<file path="config.mk">
export PLATFORM = sky130hd
export DESIGN_NAME = flow_sensor_totalizer_core
export DESIGN_NICKNAME = d
export VERILOG_FILES = /design/src/hdl/fst_pkg.sv /design/src/hdl/flow_sensor_totalizer_core.sv
export SDC_FILE = /design/constraint.sdc
export NUM_CORES = 2
export LEC_CHECK = 0
export BUFFER_PORTS_ARGS = -buffer_cell sky130_fd_sc_hd__buf_4
export CORE_MARGIN = 3
export CORE_UTILIZATION = 30
export DETAILED_ROUTE_END_ITERATION = 16
export REMOVE_ABC_BUFFERS = 1
export SLEW_MARGIN = 20
export SYNTH_ARGS = -nofsm -noshare
export SYNTH_HDL_FRONTEND = slang
export SYNTH_SLANG_ARGS = --single-unit
</file>
<file path="constraint.sdc">
create_clock -name clk_i -period 10.4 [get_ports clk_i]
set_input_delay 1.56 -clock clk_i [delete_from_list [all_inputs] [get_ports clk_i]]
set_output_delay 1.56 -clock clk_i [all_outputs]
set_load 0.005 [all_outputs]
</file>
<file path="src/hdl/fst_pkg.sv">
package fst_pkg;

  // Accumulator width and headroom for the increment before saturation
  localparam int unsigned VOLUME_BITS     = 48;
  localparam int unsigned INC_W           = 52;
  localparam int unsigned MAX_SOFT_RESETS = 2;

  // Shared multiplier operand widths (signed)
  localparam int unsigned MUL_A_W = 19;
  localparam int unsigned MUL_B_W = 33;

  // Q2.16 slope: fraction bits and rounding constant
  localparam int unsigned SLOPE_FRAC = 16;

  localparam logic signed [INC_W-1:0] VOL_MAX =
    {{(INC_W-VOLUME_BITS+1){1'b0}}, {(VOLUME_BITS-1){1'b1}}};
  localparam logic signed [INC_W-1:0] VOL_MIN =
    {{(INC_W-VOLUME_BITS+1){1'b1}}, {(VOLUME_BITS-1){1'b0}}};
  localparam logic signed [INC_W-1:0] ROUND_HALF =
    {{(INC_W-SLOPE_FRAC){1'b0}}, 1'b1, {(SLOPE_FRAC-1){1'b0}}};

  localparam logic [17:0] SLOPE_RESET = 18'h10000;

  typedef enum logic [2:0] {
    MODE_FRAME     = 3'd0,
    MODE_SHORT     = 3'd1,
    MODE_START     = 3'd2,
    MODE_STOP      = 3'd3,
    MODE_RST_DISP  = 3'd4,
    MODE_RST_TOTAL = 3'd5
  } mode_e;

  typedef enum logic [1:0] {
    REG_CORR_EN = 2'd0,
    REG_SLOPE   = 2'd1,
    REG_OFFSET  = 2'd2
  } reg_idx_e;

  function automatic logic signed [VOLUME_BITS-1:0] sat_add(
    input logic signed [VOLUME_BITS-1:0] acc,
    input logic signed [INC_W-1:0]       inc
  );
    logic signed [INC_W-1:0] sum;
    sum = INC_W'(acc) + inc;
    if (sum > VOL_MAX) begin
      sum = VOL_MAX;
    end else if (sum < VOL_MIN) begin
      sum = VOL_MIN;
    end
    return sum[VOLUME_BITS-1:0];
  endfunction

endpackage

</file>
<file path="src/hdl/flow_sensor_totalizer_core.sv">
// Flow sensor volume totalizer.
// Input channel (in_valid_i/in_ready_o) carries one event per transaction:
// sensor frame, short frame, start, stop, reset dispensed, reset total.
// Output channel (out_valid_o/out_ready_i) returns one result per event,
// with volumes and flags showing the state after the event.
// Config channel (cfg_valid_i/cfg_ready_o) is always ready; index 0 is
// correction enable, 1 the Q2.16 slope, 2 the signed offset; other indexes
// are dropped. Write it only while the block is idle.
// Events with no volume math go from accept straight to ST_FINISH; a
// frame that integrates volume first passes ST_MUL_P, and with correction
// enabled also ST_MUL_LO, ST_MUL_HI and ST_MUL_OFS. These steps share one
// 19x33 multiplier that computes flow*dt, slope*low, slope*high and
// offset*dt in turn. The block takes one event at a time; in_ready_o
// returns as the result is registered, alongside out_valid_o.
// A stalled receiver holds the result in the output register; the next
// event is still accepted and computed, and waits in its final step until
// the output register frees up.
// Reset (rst_ni low, async) sets stopped, clears other flags, timestamp,
// both accumulators and retry count; config to slope 1.0, no correction.
module flow_sensor_totalizer_core
  import fst_pkg::*;
(
  input  logic                          clk_i,
  input  logic                          rst_ni,

  input  logic                          cfg_valid_i,
  output logic                          cfg_ready_o,
  input  logic [1:0]                    cfg_index_i,
  input  logic [17:0]                   cfg_data_i,

  input  logic                          in_valid_i,
  output logic                          in_ready_o,
  input  logic [2:0]                    mode_i,
  input  logic signed [15:0]            flow_raw_i,
  input  logic signed [15:0]            temp_raw_i,
  input  logic [15:0]                   aux_raw_i,
  input  logic [31:0]                   time_ms_i,
  input  logic                          link_ok_i,

  output logic                          out_valid_o,
  input  logic                          out_ready_i,
  output logic                          success_o,
  output logic                          reading_valid_o,
  output logic [14:0]                   flow_rate_o,
  output logic signed [15:0]            temperature_o,
  output logic                          high_flow_o,
  output logic signed [VOLUME_BITS-1:0] dispensed_volume_o,
  output logic signed [VOLUME_BITS-1:0] total_volume_o,
  output logic                          connected_o,
  output logic                          running_o
);

  typedef enum logic [5:0] {
    ST_IDLE    = 6'b000001,
    ST_MUL_P   = 6'b000010,
    ST_MUL_LO  = 6'b000100,
    ST_MUL_HI  = 6'b001000,
    ST_MUL_OFS = 6'b010000,
    ST_FINISH  = 6'b100000
  } state_e;

  state_e state_q, state_d;

  // configuration
  logic               corr_en_q;
  logic [17:0]        slope_q;
  logic signed [15:0] offset_q;

  // persistent block state
  logic                          init_q, init_d;
  logic                          stopped_q, stopped_d;
  logic                          conn_q, conn_d;
  logic [31:0]                   last_time_q, last_time_d;
  logic signed [VOLUME_BITS-1:0] disp_q, disp_d;
  logic signed [VOLUME_BITS-1:0] total_q, total_d;
  logic [1:0]                    retry_q, retry_d;

  // captured event
  mode_e              mode_q;
  logic [14:0]        flow_q;
  logic signed [15:0] temp_q;
  logic               hf_q;
  logic [31:0]        time_q;
  logic               link_q;
  logic [31:0]        dt_q;

  // arithmetic
  logic [46:0]             p_q, p_d;
  logic signed [INC_W-1:0] inc_q, inc_d;
  logic signed [MUL_A_W-1:0] mul_a;
  logic signed [MUL_B_W-1:0] mul_b;
  logic signed [INC_W-1:0]   prod;

  // output register
  logic                          out_valid_q, out_valid_d;
  logic                          succ_q, succ_d;
  logic                          rv_q, rv_d;
  logic [14:0]                   flow_o_q, flow_o_d;
  logic signed [15:0]            temp_o_q, temp_o_d;
  logic                          hf_o_q, hf_o_d;
  logic signed [VOLUME_BITS-1:0] disp_o_q;
  logic signed [VOLUME_BITS-1:0] total_o_q;
  logic                          conn_o_q;
  logic                          run_o_q;
  logic                          load_out;

  logic                          accept;
  logic                          running;
  logic                          do_mul;
  logic [14:0]                   flow_clamp;
  logic signed [VOLUME_BITS-1:0] disp_sum;
  logic signed [VOLUME_BITS-1:0] total_sum;

  assign cfg_ready_o = 1'b1;
  assign in_ready_o  = (state_q == ST_IDLE);
  assign accept      = in_valid_i && in_ready_o;
  assign running     = init_q && !stopped_q;
  assign do_mul      = (mode_i == MODE_FRAME) && running && (last_time_q != 32'd0);
  assign flow_clamp  = flow_raw_i[15] ? 15'd0 : flow_raw_i[14:0];

  // shared multiplier operand select
  always_comb begin
    mul_a = '0;
    mul_b = '0;
    case (state_q)
      ST_MUL_P: begin
        mul_a = {4'b0, flow_q};
        mul_b = {1'b0, dt_q};
      end
      ST_MUL_LO: begin
        mul_a = {1'b0, slope_q};
        mul_b = {17'b0, p_q[15:0]};
      end
      ST_MUL_HI: begin
        mul_a = {1'b0, slope_q};
        mul_b = {2'b0, p_q[46:16]};
      end
      ST_MUL_OFS: begin
        mul_a = {{3{offset_q[15]}}, offset_q};
        mul_b = {1'b0, dt_q};
      end
      default: begin
        mul_a = '0;
        mul_b = '0;
      end
    endcase
  end

  assign prod      = INC_W'(mul_a) * INC_W'(mul_b);
  assign disp_sum  = sat_add(disp_q, inc_q);
  assign total_sum = sat_add(total_q, inc_q);

  always_comb begin
    state_d     = state_q;
    p_d         = p_q;
    inc_d       = inc_q;
    init_d      = init_q;
    stopped_d   = stopped_q;
    conn_d      = conn_q;
    last_time_d = last_time_q;
    disp_d      = disp_q;
    total_d     = total_q;
    retry_d     = retry_q;
    succ_d      = 1'b0;
    rv_d        = 1'b0;
    flow_o_d    = '0;
    temp_o_d    = '0;
    hf_o_d      = 1'b0;
    load_out    = 1'b0;
    out_valid_d = out_valid_q && !out_ready_i;

    case (state_q)
      ST_IDLE: begin
        if (accept) begin
          inc_d   = '0;
          state_d = do_mul ? ST_MUL_P : ST_FINISH;
        end
      end
      ST_MUL_P: begin
        p_d     = prod[46:0];
        inc_d   = prod;
        state_d = corr_en_q ? ST_MUL_LO : ST_FINISH;
      end
      ST_MUL_LO: begin
        inc_d   = (prod + ROUND_HALF) >>> SLOPE_FRAC;
        state_d = ST_MUL_HI;
      end
      ST_MUL_HI: begin
        inc_d   = inc_q + prod;
        state_d = ST_MUL_OFS;
      end
      ST_MUL_OFS: begin
        inc_d   = inc_q + prod;
        state_d = ST_FINISH;
      end
      ST_FINISH: begin
        if (!out_valid_q || out_ready_i) begin
          load_out    = 1'b1;
          out_valid_d = 1'b1;
          state_d     = ST_IDLE;
          case (mode_q)
            MODE_FRAME, MODE_SHORT: begin
              if (!running) begin
                if (total_q == '0) begin
                  disp_d = '0;
                end
              end else if (mode_q == MODE_SHORT) begin
                if ((retry_q < 2'(MAX_SOFT_RESETS)) && link_q) begin
                  retry_d = retry_q + 2'd1;
                end else begin
                  init_d    = 1'b0;
                  stopped_d = 1'b1;
                  conn_d    = 1'b0;
                  retry_d   = '0;
                end
              end else begin
                retry_d     = '0;
                conn_d      = 1'b1;
                disp_d      = disp_sum;
                total_d     = total_sum;
                last_time_d = time_q;
                succ_d      = 1'b1;
                rv_d        = 1'b1;
                flow_o_d    = flow_q;
                temp_o_d    = temp_q;
                hf_o_d      = hf_q;
              end
            end
            MODE_START: begin
              if (link_q) begin
                conn_d      = 1'b1;
                init_d      = 1'b1;
                stopped_d   = 1'b0;
                disp_d      = '0;
                last_time_d = time_q;
                succ_d      = 1'b1;
              end else begin
                conn_d = 1'b0;
              end
            end
            MODE_STOP: begin
              init_d    = 1'b0;
              stopped_d = 1'b1;
              succ_d    = link_q;
            end
            MODE_RST_DISP: begin
              disp_d      = '0;
              last_time_d = time_q;
              stopped_d   = 1'b1;
              succ_d      = 1'b1;
            end
            MODE_RST_TOTAL: begin
              total_d = '0;
              succ_d  = 1'b1;
            end
            default: begin
              succ_d = 1'b0;
            end
          endcase
        end
      end
      default: begin
        state_d = ST_IDLE;
      end
    endcase
  end

  always_ff @(posedge clk_i or negedge rst_ni) begin
    if (!rst_ni) begin
      state_q     <= ST_IDLE;
      corr_en_q   <= 1'b0;
      slope_q     <= SLOPE_RESET;
      offset_q    <= '0;
      init_q      <= 1'b0;
      stopped_q   <= 1'b1;
      conn_q      <= 1'b0;
      last_time_q <= '0;
      disp_q      <= '0;
      total_q     <= '0;
      retry_q     <= '0;
      out_valid_q <= 1'b0;
    end else begin
      state_q     <= state_d;
      init_q      <= init_d;
      stopped_q   <= stopped_d;
      conn_q      <= conn_d;
      last_time_q <= last_time_d;
      disp_q      <= disp_d;
      total_q     <= total_d;
      retry_q     <= retry_d;
      out_valid_q <= out_valid_d;
      if (cfg_valid_i) begin
        case (cfg_index_i)
          REG_CORR_EN: corr_en_q <= cfg_data_i[0];
          REG_SLOPE:   slope_q   <= cfg_data_i;
          REG_OFFSET:  offset_q  <= cfg_data_i[15:0];
          default: begin
          end
        endcase
      end
    end
  end

  // datapath and payload registers
  always_ff @(posedge clk_i) begin
    p_q   <= p_d;
    inc_q <= inc_d;
    if (accept) begin
      mode_q <= mode_e'(mode_i);
      flow_q <= flow_clamp;
      temp_q <= temp_raw_i;
      hf_q   <= aux_raw_i[1];
      time_q <= time_ms_i;
      link_q <= link_ok_i;
      dt_q   <= time_ms_i - last_time_q;
    end
    if (load_out) begin
      succ_q    <= succ_d;
      rv_q      <= rv_d;
      flow_o_q  <= flow_o_d;
      temp_o_q  <= temp_o_d;
      hf_o_q    <= hf_o_d;
      disp_o_q  <= disp_d;
      total_o_q <= total_d;
      conn_o_q  <= conn_d;
      run_o_q   <= init_d && !stopped_d;
    end
  end

  assign out_valid_o        = out_valid_q;
  assign success_o          = succ_q;
  assign reading_valid_o    = rv_q;
  assign flow_rate_o        = flow_o_q;
  assign temperature_o      = temp_o_q;
  assign high_flow_o        = hf_o_q;
  assign dispensed_volume_o = disp_o_q;
  assign total_volume_o     = total_o_q;
  assign connected_o        = conn_o_q;
  assign running_o          = run_o_q;

endmodule

</file>
# Word-level counts from Yosys, hierarchy flattened

Cells that the tools add are included.

Register bits after elaboration: 506
Input bits: 109
Output and inout port bits: 135
Logic and storage cells: 158

Add/subtract/negate cells: 6
Multiply operators: 1
$lt $le $gt $ge: 5
Eq/ne operators: 18
Mux-type cells: 59
Bitwise gates (word level): 4
Reduce and logical (&&, ||, !) cells: 35

Operator list:

| kind                     | number |
|---|---|
| $mux W48                 | 14 |
| $pmux W52 S4             | 1 |
| $pmux W32 S3             | 2 |
| $pmux W48 S3             | 1 |
| $add A48 B52 Y52         | 2 |
| $gt A52 B48 Y1 const B   | 2 |
| $lt A52 B48 Y1 const B   | 2 |
| $mux W32                 | 3 |
| $pmux W48 S2             | 1 |
| $pmux W19 S3             | 1 |
| $add A52 B17 Y52 const B | 1 |
| $add A52 B52 Y52         | 1 |
| $mul A19 B33 Y52         | 1 |
| $mux W52                 | 1 |
| $logic_not A48 Y1        | 1 |
| $pmux W6 S6              | 1 |
| $reduce_bool A32 Y1      | 1 |
| $sub A32 B32 Y32         | 1 |
| $mux W1                  | 24 |
| $mux W6                  | 4 |
| $reduce_and A2 Y1        | 6 |
| $reduce_or A2 Y1         | 6 |
| $ne A2 B2 Y1 const B     | 4 |
| $logic_and A1 B1 Y1      | 7 |
| other kinds (29)         | 40 |

# Longest topological paths before layout

Depth in word-level cells: 10
Gate-level depth with buffers: 45
Depth with buffers taken out: 42

# Worst setup path before layout

Ideal clock, no wire load.

Path kind: flip-flop to flip-flop
Start: register state_q[5]
End: register inc_q[51] (data pin)
Setup time: 0.261 ns
Data arrival time: 10.844 ns
Required time: 10.139 ns
Setup slack: -0.705 ns
Cell stages (with the launch flop): 44
Buffers on the path: 5
Clock period less this slack: 11.105 ns
Path through: dfrtp_1 or4_1 or3b_2 clkbuf_1 nand2b_1 clkbuf_1 buf_1 nand2_1 nand2_1 clkbuf_1 nand2_1 fa_1 inv_1 fa_1 inv_1 fa_1 inv_1 fa_1 [8 not listed] or4_4 or3_4 a21boi_2 or2_2 clkbuf_1 ha_1 a21o_1 a21o_1 a21oi_1 o21ai_0 a221o_1 o21ai_1 o211ai_1 a31oi_1 o21ai_0 xor2_1 o21ai_0 a221o_1

Cells in the longest elaborated chain, start to end: 6
Elaborated cells on any way between the ends: 14
Classes of those cells: 2 x add/sub; 1 x mul; 5 x eq/ne; 3 x mux; 3 x reduce/logical

Ends and longest elaborated chain:

| item                                                        | RTL line                                                                                                | text |
|---|---|---|
| start: declaration                                          | flow_sensor_totalizer_core.sv:62                                                                        | `state_e state_q, state_d;` |
| start signal: assignment                                    | flow_sensor_totalizer_core.sv:283                                                                       | `state_q <= state_d;` |
| $eq A6 B4 Y1, or another cell as far along                  | flow_sensor_totalizer_core.sv:125                                                                       | `case (state_q)` |
| $reduce_or A2 Y1 (no line)                                  | n/a                                                                                                     |  |
| $pmux W19 S3 / $pmux W32 S3 (equally long branches)         | flow_sensor_totalizer_core.sv:125                                                                       |  |
| $mul A19 B33 Y52 (*)                                        | flow_sensor_totalizer_core.sv:149                                                                       | `assign prod = INC_W'(mul_a) * INC_W'(mul_b);` |
| named net prod[26]                                          | flow_sensor_totalizer_core.sv:92                                                                        | `logic signed [INC_W-1:0] prod;` |
| $add A52 B52 Y52 / $add A52 B17 Y52 (equally long branches) | flow_sensor_totalizer_core.sv:189, flow_sensor_totalizer_core.sv:193, flow_sensor_totalizer_core.sv:185 |  |
| $pmux W52 S4 (*)                                            | flow_sensor_totalizer_core.sv:172                                                                       | `case (state_q)` |
| named net inc_d[51]                                         | flow_sensor_totalizer_core.sv:89                                                                        | `logic signed [INC_W-1:0] inc_q, inc_d;` |
| end signal: assignment                                      | flow_sensor_totalizer_core.sv:307                                                                       | `inc_q <= inc_d;` |
| end: declaration                                            | flow_sensor_totalizer_core.sv:89                                                                        |  |

Mark *: on every way through the listed nets, which the timed path passes. The rest lies on a longest branch.
A chain may end at the register's enable or synchronous reset.

# Worst setup path in the final report

Start: register state_q[4]
End: register inc_q[49] (data pin)

Cells in the longest elaborated chain, start to end: 6
Elaborated cells on any way between the ends: 14
Classes of those cells: 2 x add/sub; 1 x mul; 5 x eq/ne; 3 x mux; 3 x reduce/logical

Ends and longest elaborated chain:

| item                                                        | RTL line |
|---|---|
| $eq A6 B4 Y1, or another cell as far along                  | flow_sensor_totalizer_core.sv:125, flow_sensor_totalizer_core.sv:172 |
| $reduce_or A2 Y1 (no line)                                  | n/a |
| $pmux W19 S3 / $pmux W32 S3 (equally long branches)         | flow_sensor_totalizer_core.sv:125 |
| $mul A19 B33 Y52                                            | flow_sensor_totalizer_core.sv:149 |
| $add A52 B52 Y52 / $add A52 B17 Y52 (equally long branches) | flow_sensor_totalizer_core.sv:189, flow_sensor_totalizer_core.sv:193, flow_sensor_totalizer_core.sv:185 |
| $pmux W52 S4 (*)                                            | flow_sensor_totalizer_core.sv:172 |
| named net inc_d[49]                                         | flow_sensor_totalizer_core.sv:89 |

Marks and branches as above.

==> impl_metrics.json <==
{
  "fp.dieH_um": 416,
  "slowest_stage": "or4_4",
  "maxCapViolCount": 0,
  "netlist.area_leader.share_pct": 20.3,
  "crit_required_ns": 10.81,
  "core_mm2": 0.166,
  "track_usage_pct": 20.0,
  "clockBufferDepth": 3,
  "yosys_warnings": 0,
  "finalCriticalPeriod_ns": 10.41,
  "clock_skew_ns": 0.0592,
  "arrival_ns": 10.82,
  "status": "complete, but fails checks",
  "async_flop_share_pct": 34.6,
  "grt_pass1_wl_mm": 265,
  "clk_pin_slew_ns": 0.08,
  "cts_tree": "yes",
  "die-area_mm2": 0.173,
  "crit_type": "flop to flop",
  "routed_via_density": 5.11,
  "drtPass1Iterations": 6,
  "cp_top_family": "adder cells",
  "syn_area_mm2": 0.0505,
  "antenna_found_initial": 6,
  "die_x_um": 416,
  "synth-edff-count": 331,
  "drtIter0Drc": 3336,
  "hold_buffers": 0,
  "hold_viol": 0,
  "swShare_pct": 39.4,
  "ioPinCount": 244,
  "worstMarginPinSlew_ns": 1.17,
  "power_density_mw_per_mm2": 136,
  "combPwrFrac_pct": 37.6,
  "grt_pass1_vias": 42538,
  "placement.io_buffers": 227,
  "via_count": 42463,
  "synth_seq_cells": 506,
  "sequentialPowerShare_pct": 37.3,
  "critPathMaxFanout": 8,
  "ir_drop_uv": 179,
  "clk_latency_ns": 0.71,
  "grt_overflow_total": 0,
  "yosysSeqAreaShare_pct": 28.4,
  "rsz0062_at_grt": "true",
  "critPathLaunchType": "flop",
  "ys_types": 103,
  "critPathMaxStageDelay_ns": 0.58,
  "area_growth_pct": 24.1,
  "wl_per_cell_um": 21.3,
  "cp_common_cell": "fa_1",
  "slew_viol_final": 0,
  "setup_tns_ns": -0.00590,
  "violations": "setup timing",
  "yosysMostFrequentCell": "nand2_1",
  "synth_ff_type": "edfxtp_1",
  "ant_nets": 0,
  "synth_top_area_cell": "fa_1",
  "drive_gt1_share_pct": 22.5,
  "gp_congestion": 0.980,
  "synthCells": 5348,
  "synth_common_cells": "nand2_1 (680), inv_1 (627), fa_1 (513)",
  "final_cells": 8302,
  "h-tree-depth": 2,
  "synth.area.top_cells": "fa_1 (20%), edfxtp_1 (20%), ha_1 (9.2%)",
  "fin_nets": 7052,
  "initial_utilization_pct": 30.4,
  "setup_viol": 1,
  "grt_start_max_net_pins": 74,
  "p_leak_uw": 0.0295,
  "num_rows": 149,
  "pwr-share-clk_pct": 25.1,
  "setup.worst_path.end_class": "flop",
  "clock-sinks": 506,
  "hold_class": "flop to flop",
  "power_switching_uw": 3360,
  "worst_slack_ns": -0.00590,
  "numCtsBuffers": 58,
  "fin_crit_sh_pct": 100,
  "slew_headroom_pct": 20.0,
  "placedCellCount": 8147,
  "p_int_uw": 5160,
  "fmax_ghz": 0.0961,
  "hpwl_mm": 145,
  "clockRootBuffer": "clkbuf_16",
  "wirelength_mm": 177,
  "syn_area_per_cell_um2": 9.44,
  "worst-path-buf-inv": 8,
  "drcViolationCount": 0
}
==> worst register-to-register path: cells and delay by family (launching register included) <==
kind,cells,cell delay [ns]
AOI/OAI and AO/OA,12,2.17
adders and majority gates,9,3.83
buffers and inverters,8,0.76
DFF,1,0.39
and+or+nand+nor,10,3.02
==> power by group through the flow <==
stage	clock (uW)	combinational [uW]	sequential, uW
after global placement	0	3080	3210
after detailed placement	0	3120	3220
after CTS	2200	3150	3180
final	2140	3200	3180
after floorplan	0	2100	2970
after global routing	2280	3530	3220
==> layer usage <==
metal	up-vias	routed length, um	track usage [%]
met5	-	0	0
met4	0	9710	9.10
met3	285	9390	2.11
met2	1362	82500	33.0
met1	21141	75400	26.4
li1	19675	-	-
==> through the flow <==
step / cell area (um2) / hold slack (ns) / util [%] / power (uW) / worst slack [ns]
floorplan: 49500 / 0.435 / - / 5070 / -2.88
global placement: 59100 / 0.453 / 35.6 / 6290 / -0.685
detailed placement: 59100 / 0.461 / 35.6 / 6340 / -0.756
CTS: 61700 / 0.479 / 37.1 / 8540 / -0.0381
global route: 62700 / 0.487 / 37.7 / 9020 / -0.315
finish: 62700 / 0.475 / 37.7 / 8520 / -0.00590
==> cell usage in the layout (no fill, tap or decap), types with 28 or more instances in the layout <==
master,synthesis,final
o21ai_0,184,173
clkbuf_16,0,58
mux2_2,69,69
nor3_1,55,49
fa_1,513,499
xnor2_1,142,131
inv_1,627,618
nor2b_1,39,39
nor2_2,0,34
buf_4,2,843
xor2_1,86,85
nand4_1,38,38
and2_1,64,46
o21a_1,32,28
dfrtp_1,172,171
nor2_1,443,405
o21bai_1,38,37
buf_12,0,29
edfxtp_1,331,331
nand2_1,680,652
a22oi_1,72,60
ha_1,373,349
a21o_1,183,183
and3_1,60,60
a21oi_1,361,338
a211oi_1,40,34
nand3_1,59,56
==> worst paths after layout <==
path                                             start                          end  slack (ns)  cells past startpoint
min in group asynchronous                       rst_ni        total_q[42]$_DFF_PN0_        0.80                      1
worst min-delay path              time_q[23]$_DFFE_PP_  last_time_q[23]$_DFFE_PN0P_        0.48                      1
max in group asynchronous                       rst_ni          disp_q[6]$_DFF_PN0_        8.35                      2
worst max register to register  state_q[4]$_DFFE_PN0P_          inc_q[49]$_DFFE_PP_      -0.006                     39
worst min register to register    time_q[23]$_DFFE_PP_  last_time_q[23]$_DFFE_PN0P_        0.48                      1
worst max-delay path            state_q[4]$_DFFE_PN0P_          inc_q[49]$_DFFE_PP_      -0.006                     39
==> kinds of logic (layout without fill, tap and decap cells) <==
| family | Yosys count | in the layout | synth area share (%) |
|---|---|---|---|
| compound gates | 1190 | 1190 | 15.7 |
| xor+xnor | 230 | 230 | 4.02 |
| fa+ha+maj | 886 | 886 | 29.6 |
| buf+inv | 872 | 1630 | 6.57 |
| flops | 506 | 506 | 28.4 |
| mux | 73 | 73 | 1.64 |
| other cells | 1 | 8 | 0.00743 |
| simple gates | 1590 | 1590 | 14.1 |
==> state kept, by name, indices dropped and copies added, names as in the netlist, 2 cells and up <==
name and flops:
disp_q 48, slope_q 18, total_q 48, state_q 6, temperature_o 16, dt_q 32
time_q 32, mode_q 3, inc_q 52, total_volume_o 48, flow_rate_o 15, temp_q 16
last_time_q 32, dispensed_volume_o 48, retry_q 2, p_q 47, flow_q 15, offset_q 16
==> repair_timing <==
action                     4_1_cts  5_1_grt
pin swaps                       59       73
setup buffers                   21       16
resized for setup              138      173
setup endpoints to repair       20       21
cloned                           0        1
==> cell type report <==
type	instances	area, um2
tap	2189	2740
antenna	7	17.5
clock inverter	42	440
sequential	506	14300
clock buffer	67	1510
timing repair buffer	891	7160
multi-input combinational	3970	34100
inverter	630	2380
fill	16481	103000
No activity file was read; power rests on OpenSTA's default activity.
